**src/rtl/ohr_pkg.sv**
```systemverilog
package ohr_pkg;

    localparam int DEPTH_DEF      = 16;
    localparam int DATA_WIDTH_DEF = 32;
    localparam int CFG_WIDTH      = 5;

    localparam logic [CFG_WIDTH-1:0] DEPTH_RESET = 5'd16;

    typedef enum logic [1:0] {
        CMD_APPEND = 2'd0,
        CMD_DUMP   = 2'd1,
        CMD_PEEK   = 2'd2,
        CMD_CLEAR  = 2'd3
    } t_cmd;

    typedef enum logic {
        ST_IDLE = 1'b0,
        ST_DUMP = 1'b1
    } t_state;

    // control handed from the sequencer to the cell row and output stage
    typedef struct packed {
        logic shift;      // every cell takes its left neighbor
        logic sel_input;  // head cell takes the new word, else the tail wraps around
        logic emit;       // a result beat leaves next cycle
        logic peek;       // result comes from the head cell
        logic empty;      // peek on an empty ring
        logic last;       // final beat of this command
    } t_ctrl;

endpackage

```
**src/rtl/ohr_cell.sv**
```systemverilog
module ohr_cell #(
    parameter int DATA_WIDTH = ohr_pkg::DATA_WIDTH_DEF
) (
    input  logic                  i_clk,
    input  logic                  i_shift,
    input  logic [DATA_WIDTH-1:0] i_d,
    output logic [DATA_WIDTH-1:0] o_q
);
    import ohr_pkg::*;

    logic [DATA_WIDTH-1:0] r_q;

    always_ff @(posedge i_clk) begin
        if (i_shift) begin
            r_q <= i_d;
        end
    end

    assign o_q = r_q;

endmodule

```
**src/rtl/ohr_ctrl.sv**
```systemverilog
module ohr_ctrl #(
    parameter int DEPTH = ohr_pkg::DEPTH_DEF
) (
    input  logic                            i_clk,
    input  logic                            i_rst_n,
    input  logic                            i_start,
    input  ohr_pkg::t_cmd                   i_cmd,
    input  logic                            i_cfg_valid,
    input  logic [ohr_pkg::CFG_WIDTH-1:0]   i_cfg_data,
    output logic                            o_busy,
    output logic                            o_cfg_ready,
    output ohr_pkg::t_ctrl                  o_ctrl
);
    import ohr_pkg::*;

    localparam int CW = $clog2(DEPTH + 1);
    localparam int SW = $clog2(DEPTH);

    t_state               r_state, n_state;
    logic [CW-1:0]        r_count, n_count;
    logic [SW-1:0]        r_step, n_step;
    logic [CFG_WIDTH-1:0] r_depth;
    logic [CW-1:0]        w_depth;
    logic                 w_cfg_we;
    t_ctrl                w_ctrl;

    // register value clamped to 1..DEPTH
    always_comb begin
        if (r_depth == '0) begin
            w_depth = CW'(1);
        end else if (int'(r_depth) > DEPTH) begin
            w_depth = CW'(DEPTH);
        end else begin
            w_depth = CW'(r_depth);
        end
    end

    assign o_busy      = (r_state == ST_DUMP);
    assign o_cfg_ready = (r_state == ST_IDLE);
    assign w_cfg_we    = i_cfg_valid & o_cfg_ready;

    always_comb begin
        n_state = r_state;
        n_count = r_count;
        n_step  = r_step;
        w_ctrl  = '0;
        case (r_state)
            ST_IDLE: begin
                if (i_start) begin
                    case (i_cmd)
                        CMD_APPEND: begin
                            w_ctrl.shift     = 1'b1;
                            w_ctrl.sel_input = 1'b1;
                            if (r_count < w_depth) begin
                                n_count = r_count + CW'(1);
                            end
                        end
                        CMD_DUMP: begin
                            if (r_count != '0) begin
                                n_state = ST_DUMP;
                                n_step  = '0;
                            end
                        end
                        CMD_PEEK: begin
                            w_ctrl.emit  = 1'b1;
                            w_ctrl.peek  = 1'b1;
                            w_ctrl.last  = 1'b1;
                            w_ctrl.empty = (r_count == '0);
                        end
                        CMD_CLEAR: begin
                            n_count = '0;
                        end
                        default: begin
                            n_count = r_count;
                        end
                    endcase
                end
            end
            ST_DUMP: begin
                // full rotation of the row; the tail cell walks through every slot
                w_ctrl.shift = 1'b1;
                w_ctrl.emit  = (CW'(r_step) >= (CW'(DEPTH) - r_count));
                w_ctrl.last  = (r_step == SW'(DEPTH - 1));
                if (w_ctrl.last) begin
                    n_state = ST_IDLE;
                    n_step  = '0;
                end else begin
                    n_step = r_step + SW'(1);
                end
            end
            default: begin
                n_state = ST_IDLE;
                n_step  = '0;
            end
        endcase
        if (w_cfg_we) begin
            n_count = '0;
        end
    end

    always_ff @(posedge i_clk) begin
        if (!i_rst_n) begin
            r_state <= ST_IDLE;
            r_count <= '0;
            r_step  <= '0;
            r_depth <= DEPTH_RESET;
        end else begin
            r_state <= n_state;
            r_count <= n_count;
            r_step  <= n_step;
            if (w_cfg_we) begin
                r_depth <= i_cfg_data;
            end
        end
    end

    assign o_ctrl = w_ctrl;

    a_count_in_range: assert property (@(posedge i_clk) disable iff (!i_rst_n)
        r_count <= w_depth)
        else $error("held count exceeds depth");

    a_count_stable_in_dump: assert property (@(posedge i_clk) disable iff (!i_rst_n)
        (r_state == ST_DUMP) |=> ($stable(r_count) || $past(w_ctrl.last)))
        else $error("count changed during dump");

    a_last_returns_idle: assert property (@(posedge i_clk) disable iff (!i_rst_n)
        (w_ctrl.emit && w_ctrl.last) |=> (r_state == ST_IDLE))
        else $error("still busy after last beat");

    a_step_zero_idle: assert property (@(posedge i_clk) disable iff (!i_rst_n)
        (r_state == ST_IDLE) |-> (r_step == '0))
        else $error("step counter not cleared");

endmodule

```
**src/rtl/overwriting_history_ring_top.sv**
```systemverilog
// append, peek and clear never raise busy; a peek result appears in the cycle after start
// a dump holds busy for one full rotation of the cell row on a non-empty ring
// and gives one beat per held word, oldest first
// an empty dump gives no beat and never raises busy; results are strobed and cannot be stalled
// synchronous active-low reset empties the ring and sets depth_in_use to 16; stored words are kept
module overwriting_history_ring_top #(
    parameter int DEPTH      = ohr_pkg::DEPTH_DEF,
    parameter int DATA_WIDTH = ohr_pkg::DATA_WIDTH_DEF
) (
    input  logic                          i_clk,
    input  logic                          i_rst_n,
    input  logic                          start,
    output logic                          busy,
    input  logic [1:0]                    i_cmd,
    input  logic [DATA_WIDTH-1:0]         i_value,
    input  logic                          i_cfg_valid,
    output logic                          o_cfg_ready,
    input  logic [ohr_pkg::CFG_WIDTH-1:0] i_cfg_data,
    output logic                          o_strobe,
    output logic [DATA_WIDTH-1:0]         o_out_value,
    output logic                          o_status,
    output logic                          o_last
);
    import ohr_pkg::*;

    t_ctrl                 w_ctrl;
    logic [DATA_WIDTH-1:0] w_q [DEPTH];
    logic [DATA_WIDTH-1:0] w_d [DEPTH];

    logic                  r_strobe;
    logic [DATA_WIDTH-1:0] r_out_value;
    logic                  r_status;
    logic                  r_last;

    ohr_ctrl #(
        .DEPTH (DEPTH)
    ) u_ctrl (
        .i_clk       (i_clk),
        .i_rst_n     (i_rst_n),
        .i_start     (start),
        .i_cmd       (t_cmd'(i_cmd)),
        .i_cfg_valid (i_cfg_valid),
        .i_cfg_data  (i_cfg_data),
        .o_busy      (busy),
        .o_cfg_ready (o_cfg_ready),
        .o_ctrl      (w_ctrl)
    );

    // head cell holds the newest word; the tail wraps back to the head on a dump
    assign w_d[0] = w_ctrl.sel_input ? i_value : w_q[DEPTH-1];

    for (genvar g = 0; g < DEPTH; g++) begin : g_cell
        if (g > 0) begin : g_link
            assign w_d[g] = w_q[g-1];
        end
        ohr_cell #(
            .DATA_WIDTH (DATA_WIDTH)
        ) u_cell (
            .i_clk   (i_clk),
            .i_shift (w_ctrl.shift),
            .i_d     (w_d[g]),
            .o_q     (w_q[g])
        );
    end

    always_ff @(posedge i_clk) begin
        if (!i_rst_n) begin
            r_strobe <= 1'b0;
        end else begin
            r_strobe <= w_ctrl.emit;
        end
    end

    always_ff @(posedge i_clk) begin
        if (w_ctrl.peek) begin
            r_out_value <= w_ctrl.empty ? '0 : w_q[0];
        end else begin
            r_out_value <= w_q[DEPTH-1];
        end
        r_status <= w_ctrl.peek & w_ctrl.empty;
        r_last   <= w_ctrl.last;
    end

    assign o_strobe    = r_strobe;
    assign o_out_value = r_out_value;
    assign o_status    = r_status;
    assign o_last      = r_last;

endmodule
```
**config.mk**
```make
export PLATFORM = sky130hd
export DESIGN_NAME = overwriting_history_ring_top
export DESIGN_NICKNAME = d
export VERILOG_FILES = /design/src/rtl/ohr_pkg.sv /design/src/rtl/ohr_cell.sv /design/src/rtl/ohr_ctrl.sv /design/src/rtl/overwriting_history_ring_top.sv
export SDC_FILE = /design/constraint.sdc
export NUM_CORES = 1
export LEC_CHECK = 0
export ABC_AREA = 0
export BUFFER_PORTS_ARGS = -buffer_cell sky130_fd_sc_hd__buf_2
export CAP_MARGIN = 20
export CORE_MARGIN = 4
export CORE_UTILIZATION = 53
export DETAILED_ROUTE_END_ITERATION = 10
export PLACE_DENSITY = 0.7
export SYNTH_ARGS = -nofsm -noshare
export SYNTH_HDL_FRONTEND = slang
export SYNTH_SLANG_ARGS = --single-unit
```
**constraint.sdc**
```tcl
create_clock -name i_clk -period 33.7 [get_ports i_clk]
set_input_delay 5.055 -clock i_clk [delete_from_list [all_inputs] [get_ports i_clk]]
set_output_delay 5.055 -clock i_clk [all_outputs]
set_load 0.05 [all_outputs]
```
==> impl_metrics.toml, run 1 <==
[sta]
rsz0062_at_grt = "no"
setup_viol = 0
tightestPinTransition_ps = 1040
hold_viol = 0
finalClockSkew_ps = 13.0
fmax_ghz = 0.118
drv_slew = 0
worst_hold_slack_ps = 411
fin_crit_sh = 0.252
setup_tns_ps = 0
maxSlewHeadroom = 0.304
fin_crit_ps = 8490

[grt]
grt_use_total = 0.140
use_met3 = 0.0296
grt_max_degree = 194
antenna_found_initial = 5
grt_pass1_wl_um = 39600
gr-usage-met1 = 0.217
grt_use_met2 = 0.197
grt_pass1_vias = 7128
overflow = 0
grt.busiest_layer = "met1"

[logic_synthesis]
ys_async_sr_fraction = 0
synthTopCellsByArea = "edfxtp_1 86%, dfxtp_1 5.6%, mux2_2 2.0%"
syn-instance-count = 814
yosys_warnings = 0
yosys_most_used_dff = "edfxtp_1"
synth_top_area_frac = 0.858
yosys_register_bits = 562
synth_nets = 869
synth_area_mm2 = 0.0179
synth-edff-count = 512
yosysSeqAreaShare = 0.914
synth_top_cells_by_count = "512 x edfxtp_1, 79 x nand2_1, 50 x dfxtp_1"
synth_top_area_cell = "edfxtp_1"
ys_types = 38
yosysMostFrequentCell = "edfxtp_1"
syn_area_per_cell_um2 = 22.0

[power]
powerDensity_mw_per_mm2 = 66.8
p_leak_nw = 6.92
peakVddDrop_uv = 38.5

[worst_hold_path]
hold_path.class = "flip-flop to flip-flop"

[floorplanning]
num_io_pins = 80
core_area_mm2 = 0.0334
die_x_um = 192
start_util = 0.536
dieArea_mm2 = 0.0368
die_h_um = 192
rows = 67

[place]
io_buffers = 79
gp_congestion = 0.769
hpwl_um = 13600
placed_cell_area_mm2 = 0.0189
dp.cells = 1331

[finish]
nNetsFinal = 994
nFillCells = 2266
fin_cells = 1431
area_growth_pct = 14.9
drive_above_1_share = 0.203
finalInstanceArea_mm2 = 0.0206

[cts]
cts_setup_buffers = 0
clockBufferDepth = 3
hold_buffers = 0
cts_tree = "done"
cts_root_buffer = "clkbuf_16"
h-tree-depth = 2
clk-insertion-delay-late_ps = 550
clock_sinks = 562
cts_resized = 0
path_clk_slew_ps = 60
numCtsBuffers = 52

[detailed_routing]
drtIter0Drc = 633
final_antenna_net_count = 0
vias = 7252
wire_per_inst_um = 17.8
first_pass_iters = 4
routed_wl_um = 25400
post-route-drc-count = 0
viasPerCell = 5.07

[critical_path]
arrival_ps = 8700
end_kind = "flip-flop"
crit_fanout = 83
crit_type = "primary input to flip-flop"
startpoint_type = "primary input"
required_ps = 33910

[outcome]
status = "finished, final reports clean"

[job]
maxCapViolCount = 0
==> where the power goes <==
group	internal, mW	switching, mW
Sequential	0.780	0.00646
Clock	0.328	0.231
Combinational	0.00792	0.0234
Total	1.12	0.261
==> metrics by stage <==
stage | util | total power [mW] | worst slack, ps
after floorplan | - | 0.833 | 16720
after global placement | 0.564 | 0.831 | 24420
after detailed placement | 0.564 | 0.832 | 24220
after CTS | 0.614 | 1.39 | 24860
after global routing | 0.616 | 1.43 | 24900
final | 0.616 | 1.38 | 25210
==> layout by cell type, fill, tap and decap left out, types with 12 or more instances in the layout <==
cell	count
clkbuf_8	15
buf_2	79
o21ai_0	35
dfxtp_1	50
clkbuf_1	23
mux2_2	32
edfxtp_1	512
ha_1	12
clkbuf_16	52
nand2_1	78
==> critical path, cell delays in order <==
cell	delay [ps]
buf_2	140
nor2_1	160
nand2_1	120
nand2_4	670
buf_4	810
buf_4	880
buf_4	380
buf_16	350
==> cell families (layout without fill, tap and decap cells) <==
family / after synthesis / in the layout / synth area share
flops: 562 / 562 / 0.914
simple gates: 115 / 115 / 0.0282
compound gates: 58 / 58 / 0.0193
mux: 37 / 37 / 0.0229
buf+inv: 28 / 196 / 0.00615
fa+ha+maj: 12 / 12 / 0.00838
xor+xnor: 2 / 2 / 0.000978
other cells: 0 / 1 / 0
==> routing by layer <==
layer,vias up,wire [µm]
li1,3390,-
met1,3645,12100
met2,160,11300
met3,57,1320
met4,0,668
met5,-,0
==> flip-flops by register name (all words and copies together) (netlist names) <==
name	flops
o_status	1
o_strobe	1
u_ctrl.r_depth	5
g_cell.u_cell.o_q	512
o_last	1
o_out_value	32
u_ctrl.r_step	4
u_ctrl.o_busy	1
u_ctrl.r_count	5
==> path summary, 6_finish.rpt <==
check             slack, ps                                from                                 end  depth (start not counted)
setup / recovery      25210                            i_cmd[0]  g_cell[13].u_cell.o_q[1]$_DFFE_PP_                          8
hold / removal          410  g_cell[1].u_cell.o_q[16]$_DFFE_PP_  g_cell[2].u_cell.o_q[16]$_DFFE_PP_                          0
setup reg to reg      29270            u_ctrl.o_busy$_SDFF_PN0_  g_cell[13].u_cell.o_q[1]$_DFFE_PP_                          6
hold reg to reg         410  g_cell[1].u_cell.o_q[16]$_DFFE_PP_  g_cell[2].u_cell.o_q[16]$_DFFE_PP_                          0
==> area by class of cell <==
cell class	count	area, µm²	area share
Timing Repair Buffer	88	503	0.0244
Sequential cell	562	16400	0.795
Multi-Input combinational cell	224	1440	0.0698
Clock buffer	90	1590	0.0774
Clock inverter	7	75.1	0.00365
Inverter	11	41.3	0.00201
Tap cell	448	561	0.0272
Antenna cell	1	2.50	0.000122
No activity file was read; power rests on OpenSTA's default activity.
==> run 2: changes to the inputs <==
Clock period 33.7 ns to 7.9 ns, I/O delays scaled along.
==> run 2 against run 1 <==
Effect of this change:
- count of clock-buffer cells in the layout is 15 lower
- non-clock buffer count is 2 lower
- worst setup slack worse by 20000 ps
- worst hold slack worse by 1.9 ps
- combinational power grew to 4.2 times the previous value
- critical path type unchanged
- highest routed layer unchanged
==> impl_metrics.toml, run 2 (synthesis results as in run 1) <==
[sta]
fin_crit_sh = 0.393
finalClockSkew_ps = 17.5
setup_slack_ps = 4790
worst_hold_slack_ps = 409
setup_tns_ps = 0
setup_viol = 0
fin_crit_ps = 3110
rsz0062_at_grt = "no"
maxSlewHeadroom = 0.292
drv_slew = 0
tightestPinTransition_ps = 1060
hold_viol = 0
fmax_ghz = 0.322

[finish]
layout_common_cells = "512 x edfxtp_1, 79 x buf_2, 78 x nand2_1, 53 x clkbuf_16, 50 x dfxtp_1"
largest_reg_flops = 512
final_common_cell = "edfxtp_1"
fin_cells = 1430
drive_above_1_share = 0.202
finish.utilization = 0.615
area_growth_pct = 14.8
nNetsFinal = 993
finalInstanceArea_mm2 = 0.0206

[cts]
clock_sinks = 562
hold_buffers = 0
h-tree-depth = 2
clk-insertion-delay-late_ps = 560
clockBufferDepth = 3
cts_resized = 0
cts_root_buffer = "clkbuf_16"
path_clk_slew_ps = 60
numCtsBuffers = 53
cts_tree = "done"
cts_setup_buffers = 0

[critical_path]
r2r_setup_slack_ps = 4940
worst-path-buf-inv = 2
required_ps = 8070
worstRegToRegCells = 3
r2r_start = "u_ctrl.o_busy$_SDFF_PN0_"
rr_endpoint = "g_cell[3].u_cell.o_q[20]$_DFFE_PP_"
end_kind = "flip-flop"
slowest_delay_ps = 920
worstPathCellList = "buf_2 > nor2_1 > nand2_1 > nand2_8 > buf_4"
arrival_ps = 3270
critPathTopFamily = "buffers and inverters"
startpoint_type = "primary input"
crit_type = "primary input to flip-flop"
slowest_stage = "buf_4"
crit_fanout = 112

[grt]
grt_use_total = 0.141
overflow = 0
grt_pass1_wl_um = 39900
grt_pass1_vias = 7092
grt_max_degree = 157
antenna_found_initial = 4

[place]
hpwl_um = 13700
dp_slack_ps = 4220
io_buffers = 79
placed_cell_area_mm2 = 0.0189
gp_congestion = 0.747
dp.cells = 1331

[worst_hold_path]
min_path_cells = 0
hold-path-endpoint = "g_cell[14].u_cell.o_q[30]$_DFFE_PP_"
hold_path.class = "flip-flop to flip-flop"
min-delay-start = "g_cell[13].u_cell.o_q[30]$_DFFE_PP_"

[power]
p_comb_frac = 0.022
peakVddDrop_uv = 161
p_int_mw = 4.76
seqPwrFrac = 0.568
p_leak_nw = 6.89
p_switching_mw = 1.15
powerDensity_mw_per_mm2 = 287
swShare = 0.195
clkPwrFrac = 0.410
power.total_mw = 5.91

[detailed_routing]
routed_wl_um = 25800
viasPerCell = 5.09
drtIter0Drc = 552
vias = 7280
first_pass_iters = 4
final_antenna_net_count = 0
post-route-drc-count = 0
wire_per_inst_um = 18.1

[floorplanning]
core_area_mm2 = 0.0334
die_h_um = 192
rows = 67
die_x_um = 192
start_util = 0.536
num_io_pins = 80
dieArea_mm2 = 0.0368

[outcome]
status = "finished, final reports clean"

[job]
maxCapViolCount = 0
[run 2: cell count changes in the layout (fill, tap and decap cells not counted), sizes merged]
cell      change
clkbuf       -15
clkinv        +7
bufinv        +3
clkinvlp      +3
inv           +3
buf           -2
[run 2: layout make-up]
| class | instances | area, µm² |
|---|---|---|
| Antenna cell | 1 | 2.50 |
| Fill cell | 2248 | 12900 |
| Clock inverter | 23 | 245 |
| Inverter | 11 | 41.3 |
| Sequential cell | 562 | 16400 |
| Clock buffer | 75 | 1430 |
| Tap cell | 448 | 561 |
| Timing Repair Buffer | 86 | 460 |
| Multi-Input combinational cell | 224 | 1450 |
[run 2: worst max path at each step]
stage               startpoint                                   to  slack (ps)  cells after the start
finish                i_cmd[0]   g_cell[3].u_cell.o_q[20]$_DFFE_PP_        4790                      5
detailed placement    i_cmd[0]   g_cell[0].u_cell.o_q[26]$_DFFE_PP_        4220                      5
floorplan             i_cmd[0]    g_cell[0].u_cell.o_q[0]$_DFFE_PP_        2580                      3
global placement      i_cmd[0]   g_cell[12].u_cell.o_q[2]$_DFFE_PP_        4250                      5
global route          i_cmd[0]  g_cell[15].u_cell.o_q[26]$_DFFE_PP_        4600                      5
CTS                   i_cmd[0]  g_cell[15].u_cell.o_q[26]$_DFFE_PP_        4840                      5
[run 2: power by group through the flow]
stage | registers [mW] | clock network, mW | logic [mW]
5_1_grt | 3.36 | 2.63 | 0.144
4_1_cts | 3.36 | 2.49 | 0.135
6_report | 3.35 | 2.42 | 0.133
2_1_floorplan | 3.45 | 0 | 0.0631
3_5_place_dp | 3.42 | 0 | 0.135
3_3_place_gp | 3.41 | 0 | 0.131
[run 2: metal layers]
layer	vias to the layer above	global-route usage	share of wire
met5	-	0	0
met2	174	0.201	0.44
met3	66	0.0324	0.050
li1	3392	-	-
met4	0	0.0550	0.032
met1	3648	0.215	0.47
